### src/rtl/cdne_pkg.sv
// shared types, microcode codes and calendar helpers for the date normalizer
// no dependencies
package cdne_pkg;

  localparam int PC_W = 3;

  // datapath operations
  localparam logic [2:0] OP_SUB400 = 3'd0;
  localparam logic [2:0] OP_FWD    = 3'd1;
  localparam logic [2:0] OP_BWD    = 3'd2;
  localparam logic [2:0] OP_FLAG   = 3'd3;
  localparam logic [2:0] OP_SAVE   = 3'd4;
  localparam logic [2:0] OP_MONTH  = 3'd5;
  localparam logic [2:0] OP_YEAR   = 3'd6;
  localparam logic [2:0] OP_EMIT   = 3'd7;

  // jump conditions
  localparam logic [2:0] C_ALWAYS = 3'd0;
  localparam logic [2:0] C_GE400  = 3'd1;
  localparam logic [2:0] C_DGTMD  = 3'd2;
  localparam logic [2:0] C_DLE0   = 3'd3;
  localparam logic [2:0] C_OOR    = 3'd4;
  localparam logic [2:0] C_MOGT1  = 3'd5;
  localparam logic [2:0] C_YRGT   = 3'd6;

  // program addresses
  localparam logic [PC_W-1:0] PC_MOD   = 3'd0;
  localparam logic [PC_W-1:0] PC_FWD   = 3'd1;
  localparam logic [PC_W-1:0] PC_BWD   = 3'd2;
  localparam logic [PC_W-1:0] PC_RANGE = 3'd3;
  localparam logic [PC_W-1:0] PC_SAVE  = 3'd4;
  localparam logic [PC_W-1:0] PC_MONTH = 3'd5;
  localparam logic [PC_W-1:0] PC_YEAR  = 3'd6;
  localparam logic [PC_W-1:0] PC_EMIT  = 3'd7;

  typedef struct packed {
    logic [2:0]      op;
    logic [2:0]      cond;
    logic [PC_W-1:0] target;
  } ctrl_t;

  typedef struct packed {
    logic ge400;
    logic d_gt_md;
    logic d_le0;
    logic oor;
    logic mo_gt1;
    logic yr_gt;
  } stat_t;

  // leap test on year mod 400
  function automatic logic is_leap(input logic [11:0] ymod);
    return (ymod[1:0] == 2'd0) && (ymod != 12'd100) && (ymod != 12'd200)
      && (ymod != 12'd300);
  endfunction

  function automatic logic [4:0] month_days(input logic leap, input logic [3:0] m);
    logic [4:0] len;
    case (m) inside
      4'd2:                      len = leap ? 5'd29 : 5'd28;
      4'd4, 4'd6, 4'd9, 4'd11:   len = 5'd30;
      default:                   len = 5'd31;
    endcase
    return len;
  endfunction

endpackage

### src/rtl/cdne_rom.sv
// microcode store: one control word per program step
// depends on cdne_pkg
module cdne_rom (
  input  logic [cdne_pkg::PC_W-1:0] pc,
  output cdne_pkg::ctrl_t           ctrl
);

  always_comb begin
    case (pc)
      cdne_pkg::PC_MOD:
        ctrl = '{cdne_pkg::OP_SUB400, cdne_pkg::C_GE400, cdne_pkg::PC_MOD};
      cdne_pkg::PC_FWD:
        ctrl = '{cdne_pkg::OP_FWD, cdne_pkg::C_DGTMD, cdne_pkg::PC_FWD};
      cdne_pkg::PC_BWD:
        ctrl = '{cdne_pkg::OP_BWD, cdne_pkg::C_DLE0, cdne_pkg::PC_BWD};
      cdne_pkg::PC_RANGE:
        ctrl = '{cdne_pkg::OP_FLAG, cdne_pkg::C_OOR, cdne_pkg::PC_EMIT};
      cdne_pkg::PC_SAVE:
        ctrl = '{cdne_pkg::OP_SAVE, cdne_pkg::C_ALWAYS, cdne_pkg::PC_MONTH};
      cdne_pkg::PC_MONTH:
        ctrl = '{cdne_pkg::OP_MONTH, cdne_pkg::C_MOGT1, cdne_pkg::PC_MONTH};
      cdne_pkg::PC_YEAR:
        ctrl = '{cdne_pkg::OP_YEAR, cdne_pkg::C_YRGT, cdne_pkg::PC_YEAR};
      default:
        ctrl = '{cdne_pkg::OP_EMIT, cdne_pkg::C_ALWAYS, cdne_pkg::PC_MOD};
    endcase
  end

endmodule

### src/rtl/cdne_dp.sv
// datapath: year, month, day walk registers, epoch day sum and result registers
// depends on cdne_pkg
module cdne_dp (
  input  logic               clk,
  input  logic               load,
  input  logic               exec,
  input  logic [2:0]         op,
  input  logic [11:0]        in_year,
  input  logic [3:0]         in_month,
  input  logic signed [20:0] in_day,
  output cdne_pkg::stat_t    stat,
  output logic [11:0]        out_year,
  output logic [3:0]         out_month,
  output logic [4:0]         out_day,
  output logic [19:0]        epoch_days,
  output logic               out_of_range
);

  logic signed [13:0] yr;
  logic [11:0]        ymod;
  logic [3:0]         mo;
  logic signed [20:0] dy;
  logic [19:0]        total;

  logic [11:0] ymod_inc;
  logic [11:0] ymod_dec;
  logic        leap_cur;
  logic        leap_dec;
  logic [3:0]  mo_dec;
  logic [4:0]  md_cur;
  logic [4:0]  md_back;
  logic [4:0]  md_prev;
  logic [3:0]  mo_sat;

  assign ymod_inc = (ymod == 12'd399) ? 12'd0 : ymod + 12'd1;
  assign ymod_dec = (ymod == 12'd0) ? 12'd399 : ymod - 12'd1;
  assign leap_cur = cdne_pkg::is_leap(ymod);
  assign leap_dec = cdne_pkg::is_leap(ymod_dec);
  assign mo_dec   = (mo == 4'd1) ? 4'd12 : mo - 4'd1;
  assign md_cur   = cdne_pkg::month_days(leap_cur, mo);
  assign md_back  = cdne_pkg::month_days((mo == 4'd1) ? leap_dec : leap_cur, mo_dec);
  assign md_prev  = cdne_pkg::month_days(leap_cur, mo - 4'd1);
  assign mo_sat   = (in_month == 4'd0) ? 4'd1 : ((in_month > 4'd12) ? 4'd12 : in_month);

  assign stat.ge400   = ymod >= 12'd400;
  assign stat.d_gt_md = dy > $signed({16'b0, md_cur});
  assign stat.d_le0   = dy <= 21'sd0;
  assign stat.oor     = (yr < 14'sd1970) || (yr > 14'sd4095);
  assign stat.mo_gt1  = mo > 4'd1;
  assign stat.yr_gt   = yr > 14'sd1970;

  assign epoch_days = total;

  always_ff @(posedge clk) begin
    if (load) begin
      yr   <= $signed({2'b00, in_year});
      ymod <= in_year;
      mo   <= mo_sat;
      dy   <= in_day;
    end else if (exec) begin
      case (op)
        cdne_pkg::OP_SUB400: begin
          ymod <= ymod - 12'd400;
        end
        cdne_pkg::OP_FWD: begin
          dy <= dy - $signed({16'b0, md_cur});
          if (mo == 4'd12) begin
            mo   <= 4'd1;
            yr   <= yr + 14'sd1;
            ymod <= ymod_inc;
          end else begin
            mo <= mo + 4'd1;
          end
        end
        cdne_pkg::OP_BWD: begin
          dy <= dy + $signed({16'b0, md_back});
          mo <= mo_dec;
          if (mo == 4'd1) begin
            yr   <= yr - 14'sd1;
            ymod <= ymod_dec;
          end
        end
        cdne_pkg::OP_FLAG: begin
          out_year     <= 12'd0;
          out_month    <= 4'd0;
          out_day      <= 5'd0;
          total        <= 20'd0;
          out_of_range <= 1'b1;
        end
        cdne_pkg::OP_SAVE: begin
          out_year     <= yr[11:0];
          out_month    <= mo;
          out_day      <= dy[4:0];
          total        <= 20'(dy[19:0] - 20'd1);
          out_of_range <= 1'b0;
        end
        cdne_pkg::OP_MONTH: begin
          mo    <= mo - 4'd1;
          total <= total + {15'b0, md_prev};
        end
        cdne_pkg::OP_YEAR: begin
          yr    <= yr - 14'sd1;
          ymod  <= ymod_dec;
          total <= total + (leap_dec ? 20'd366 : 20'd365);
        end
        default: begin
        end
      endcase
    end
  end

endmodule

### src/rtl/calendar_date_normalize_epoch.sv
// top level: microcode sequencer driving the date normalizer datapath
// depends on cdne_pkg, cdne_rom, cdne_dp
//
//  channel  | handshake             | fields
//  ---------+-----------------------+--------------------------------------------------
//  input    | start & !busy         | in_year, in_month, in_day
//  result   | done (one cycle)      | out_year, out_month, out_day, epoch_days,
//           |                       | out_of_range
//
// per item the sequencer reduces the year mod 400 (up to 10 subtractions), walks the
// day count a month at a time, checks the range, then adds the months before the
// result month and the years since 1970 into epoch_days, which out-of-range years skip
// each step of the eight-word program loop uses the shared datapath
// rst is synchronous and clears the sequencer; busy stays high until done pulses
// results cannot be stalled; a new item can be accepted in the cycle done pulses
module calendar_date_normalize_epoch (
  input  logic               clk,
  input  logic               rst,
  input  logic               start,
  output logic               busy,
  input  logic [11:0]        in_year,
  input  logic [3:0]         in_month,
  input  logic signed [20:0] in_day,
  output logic               done,
  output logic [11:0]        out_year,
  output logic [3:0]         out_month,
  output logic [4:0]         out_day,
  output logic [19:0]        epoch_days,
  output logic               out_of_range
);

  logic [cdne_pkg::PC_W-1:0] pc;
  cdne_pkg::ctrl_t           ctrl;
  cdne_pkg::stat_t           stat;
  logic                      cond_ok;
  logic                      exec;
  logic                      load;

  cdne_rom u_rom (
    .pc   (pc),
    .ctrl (ctrl)
  );

  always_comb begin
    case (ctrl.cond)
      cdne_pkg::C_ALWAYS: cond_ok = 1'b1;
      cdne_pkg::C_GE400:  cond_ok = stat.ge400;
      cdne_pkg::C_DGTMD:  cond_ok = stat.d_gt_md;
      cdne_pkg::C_DLE0:   cond_ok = stat.d_le0;
      cdne_pkg::C_OOR:    cond_ok = stat.oor;
      cdne_pkg::C_MOGT1:  cond_ok = stat.mo_gt1;
      cdne_pkg::C_YRGT:   cond_ok = stat.yr_gt;
      default:            cond_ok = 1'b0;
    endcase
  end

  assign load = start && !busy;
  assign exec = busy && cond_ok;

  always_ff @(posedge clk) begin
    if (rst) begin
      busy <= 1'b0;
      done <= 1'b0;
      pc   <= cdne_pkg::PC_MOD;
    end else begin
      done <= exec && (ctrl.op == cdne_pkg::OP_EMIT);
      if (load) begin
        busy <= 1'b1;
        pc   <= cdne_pkg::PC_MOD;
      end else if (busy) begin
        if (exec && (ctrl.op == cdne_pkg::OP_EMIT)) begin
          busy <= 1'b0;
        end
        pc <= cond_ok ? ctrl.target : pc + 3'd1;
      end
    end
  end

  cdne_dp u_dp (
    .clk          (clk),
    .load         (load),
    .exec         (exec),
    .op           (ctrl.op),
    .in_year      (in_year),
    .in_month     (in_month),
    .in_day       (in_day),
    .stat         (stat),
    .out_year     (out_year),
    .out_month    (out_month),
    .out_day      (out_day),
    .epoch_days   (epoch_days),
    .out_of_range (out_of_range)
  );

endmodule

### config.mk
export PLATFORM = sky130hd
export DESIGN_NAME = calendar_date_normalize_epoch
export DESIGN_NICKNAME = d
export VERILOG_FILES = /design/src/rtl/cdne_pkg.sv /design/src/rtl/cdne_rom.sv /design/src/rtl/cdne_dp.sv /design/src/rtl/calendar_date_normalize_epoch.sv
export SDC_FILE = /design/constraint.sdc
export NUM_CORES = 1
export LEC_CHECK = 0
export ABC_CLOCK_PERIOD_IN_PS = 4940
export BUFFER_PORTS_ARGS = -buffer_cell sky130_fd_sc_hd__clkbuf_2
export CAP_MARGIN = 20
export CORE_MARGIN = 5
export CORE_UTILIZATION = 50
export CTS_BUF_LIST = sky130_fd_sc_hd__clkbuf_16
export DETAILED_ROUTE_END_ITERATION = 8
export PLACE_DENSITY = 0.83
export RECOVER_POWER = 25
export SKIP_CTS_REPAIR_TIMING = 1
export SYNTH_ARGS = -nofsm -noshare
export SYNTH_HDL_FRONTEND = slang
export SYNTH_SLANG_ARGS = --single-unit
### constraint.sdc
create_clock -name clk -period 4.94 [get_ports clk]
set_input_delay 0.494 -clock clk [delete_from_list [all_inputs] [get_ports clk]]
set_output_delay 0.494 -clock clk [all_outputs]
set_load 0.03 [all_outputs]
==> flow_metrics.tcl <==
set metrics [dict create \
    placed_cell_area_sq_mm 0.00826 \
    cp-start-kind "register" \
    pin_count 84 \
    die-area_sq_mm 0.0177 \
    hp-class "in -> reg" \
    path_max_fanout 5 \
    post-route-period-util_pct 96.6 \
    cts_made_buffers 9 \
    r2r_cells 21 \
    critical_path_class "reg -> reg" \
    max_freq_mhz 210 \
    synth_top_area_share_pct 36.0 \
    syn_avg_cell_area_sq_um 8.85 \
    synth_top_cell_by_area "edfxtp_1" \
    routedWlPerCell_um 17.8 \
    ys_types 76 \
    ys_ff_latch 98 \
    async_flop_share_pct 0 \
    finalNetCount 1020 \
    status "complete, no violations" \
    gp_congestion 1.00 \
    syn_nets 947 \
    worst_ep_arrival_time_ps 4840 \
    skew_ps 9.50 \
    areaGrowthSynthToFinish_pct 13.4 \
    r2r_slack_ps 170 \
    reg2reg_to "u_dp.epoch_days[18]" \
    yosys-top-cells-area "edfxtp_1, ha_1, xnor2_1" \
    ys_seq_area_share_pct 37.8 \
    synth_top_flop_cell "edfxtp_1" \
    slew-limit-headroom_pct 32.7 \
    power.leakage_nw 3.23 \
    antenna_found_initial 0 \
    worstHoldStart "rst" \
    startpoint "u_dp.ymod[3]" \
    period_needed_ps 4770 \
    r2r_start "u_dp.ymod[3]" \
    peakVddDrop_v 0.000183 \
    dp.final_hpwl_um 14500 \
    hold_violations 0 \
    worstSetupEndpoint "u_dp.epoch_days[18]" \
    netlist_area_sq_mm 0.00759 \
    setup_violations 0 \
    htreeDepth 3 \
    clk_path_buf_depth 2 \
    ant_nets 0 \
    end_kind "register" \
    initialDrtViolationCount 851 \
    worst-slew-pin-transition_ps 1010 \
    clkLatencyLatePin_ps 360 \
    drv_cap 0 \
    vias 6894 \
    grt_pass1_wl_um 32200 \
    maxSlewViolCount 0 \
    final_cell_area_sq_mm 0.00861 \
    die_x_um 133 \
    drive_gt1_share_pct 12.2 \
    root_buffer "clkbuf_16" \
    required_ps 5010 \
    grt-ovfl-total 0 \
    cts_tree "yes" \
    cts_sinks 98 \
    grt_max_degree 43 \
    grt.total_usage_pct 22.0 \
    rows 45 \
    finalWirelength_um 20000 \
    netlist_instances 858 \
    drc_errors 0 \
    fp.dieH_um 133 \
    diodes 0 \
    port_buffers 83 \
    first_global_vias 6615 \
    synth_enable_flop_cells 91 \
    cts.clk_slew.worst_paths_ps 70 \
    start_util_pct 50.5 \
    final_cell_mix "nand2_1, edfxtp_1, nor2_1" \
    firstDrtPassIters 6 \
    coreArea_sq_mm 0.0150 \
    yosysWarnings 0 \
    p_per_area_mw_per_mm2 291 \
    vias_per_cell 6.13 \
    nFillCells 1284 \
    finalPower_w 0.00250 \
]
## how the worst min path moves through the flow
| stage | to | slack [ps] | cells after the start |
|---|---|---|---|
| final | pc[2] | 400 | 2 |
| after global routing | pc[2] | 410 | 2 |
| after CTS | pc[2] | 400 | 2 |
| after detailed placement | u_dp.yr[13] | 480 | 1 |
| after global placement | u_dp.yr[13] | 470 | 1 |
| after floorplan | u_dp.yr[13] | 450 | 1 |
## registers in the layout, indices dropped and copies added (netlist names), named ones only
signal	cells
busy	1
done	1
u_dp.epoch_days	20
u_dp.yr	14
u_dp.out_day	5
u_dp.out_month	4
u_dp.out_of_range	1
u_dp.dy	21
u_dp.mo	4
u_dp.out_year	12
pc	2
u_dp.ymod	12
## synthesized netlist by cell type, drive strengths merged (5+ instances only)
cell	n
nor4	9
a31oi	17
nor2b	7
xor2	33
ha	45
and3	24
a21o	5
nor2	82
dfxtp	7
a21oi	56
o31ai	5
mux2i	7
o22ai	22
nand4	15
edfxtp	91
and2	6
xnor2	47
nand3	19
o21ai	62
buf	7
nand2b	8
nand2	91
clkbuf	42
inv	37
nor3	31
o21bai	6
## layer usage
metal	share of wire, %	vias to the layer above	track usage (%)
li1	-	3295	-
met1	42	3221	28.7
met2	47	314	36.5
met3	8.0	64	4.42
met4	3.0	0	7.89
met5	0	-	0
## per-stage QoR
step	hold slack (ps)	std cells	TNS [ps]	worst slack (ps)	util [%]
after detailed placement	479	1107	0	34.5	55.0
after floorplan	450	858	0	69.4	-
after global routing	412	1124	-115	-54.2	57.3
final	405	1124	0	170	57.3
after CTS	398	1123	-33.2	-22.7	57.2
after global placement	468	1107	0	179	55.0
## critical path, stage by stage, from the launching register on
cell	delay, ps
edfxtp_1	410
buf_4	180
or3b_2	440
a211oi_1	270
a31oi_1	70
o21ai_0	220
buf_4	170
nand2_1	50
o2bb2ai_1	120
mux2i_1	220
a21oi_1	110
ha_1	220
inv_1	70
fa_1	200
or3b_2	490
a21o_1	200
a21oi_1	260
o21bai_2	140
a31oi_4	240
nor3b_2	100
xnor2_1	190
o22ai_1	100
## report_power, final
group / switching [W] / internal, W
combinational: 0.000368 / 0.000249
clock: 0.000319 / 0.000495
sequential: 0.0000882 / 0.000985
## area by class of cell
cell class / count / area, sq um / share of cell area [%]
Clock buffer: 9 / 225 / 2.62
Clock inverter: 7 / 116 / 1.35
Inverter: 38 / 143 / 1.66
Multi-Input combinational cell: 673 / 4440 / 51.6
Sequential cell: 98 / 2870 / 33.4
Tap cell: 188 / 235 / 2.73
Timing Repair Buffer: 111 / 572 / 6.64
## cell families after synthesis
group           Yosys count  synth area share (%)
simple gates            316                  20.4
compound gates          221                  18.5
flops                    98                  37.8
buf+inv                  87                  4.57
xor+xnor                 80                  9.23
fa+ha+maj                49                  8.47
mux                       7                 0.923
(Power assumes the default switching activity.)
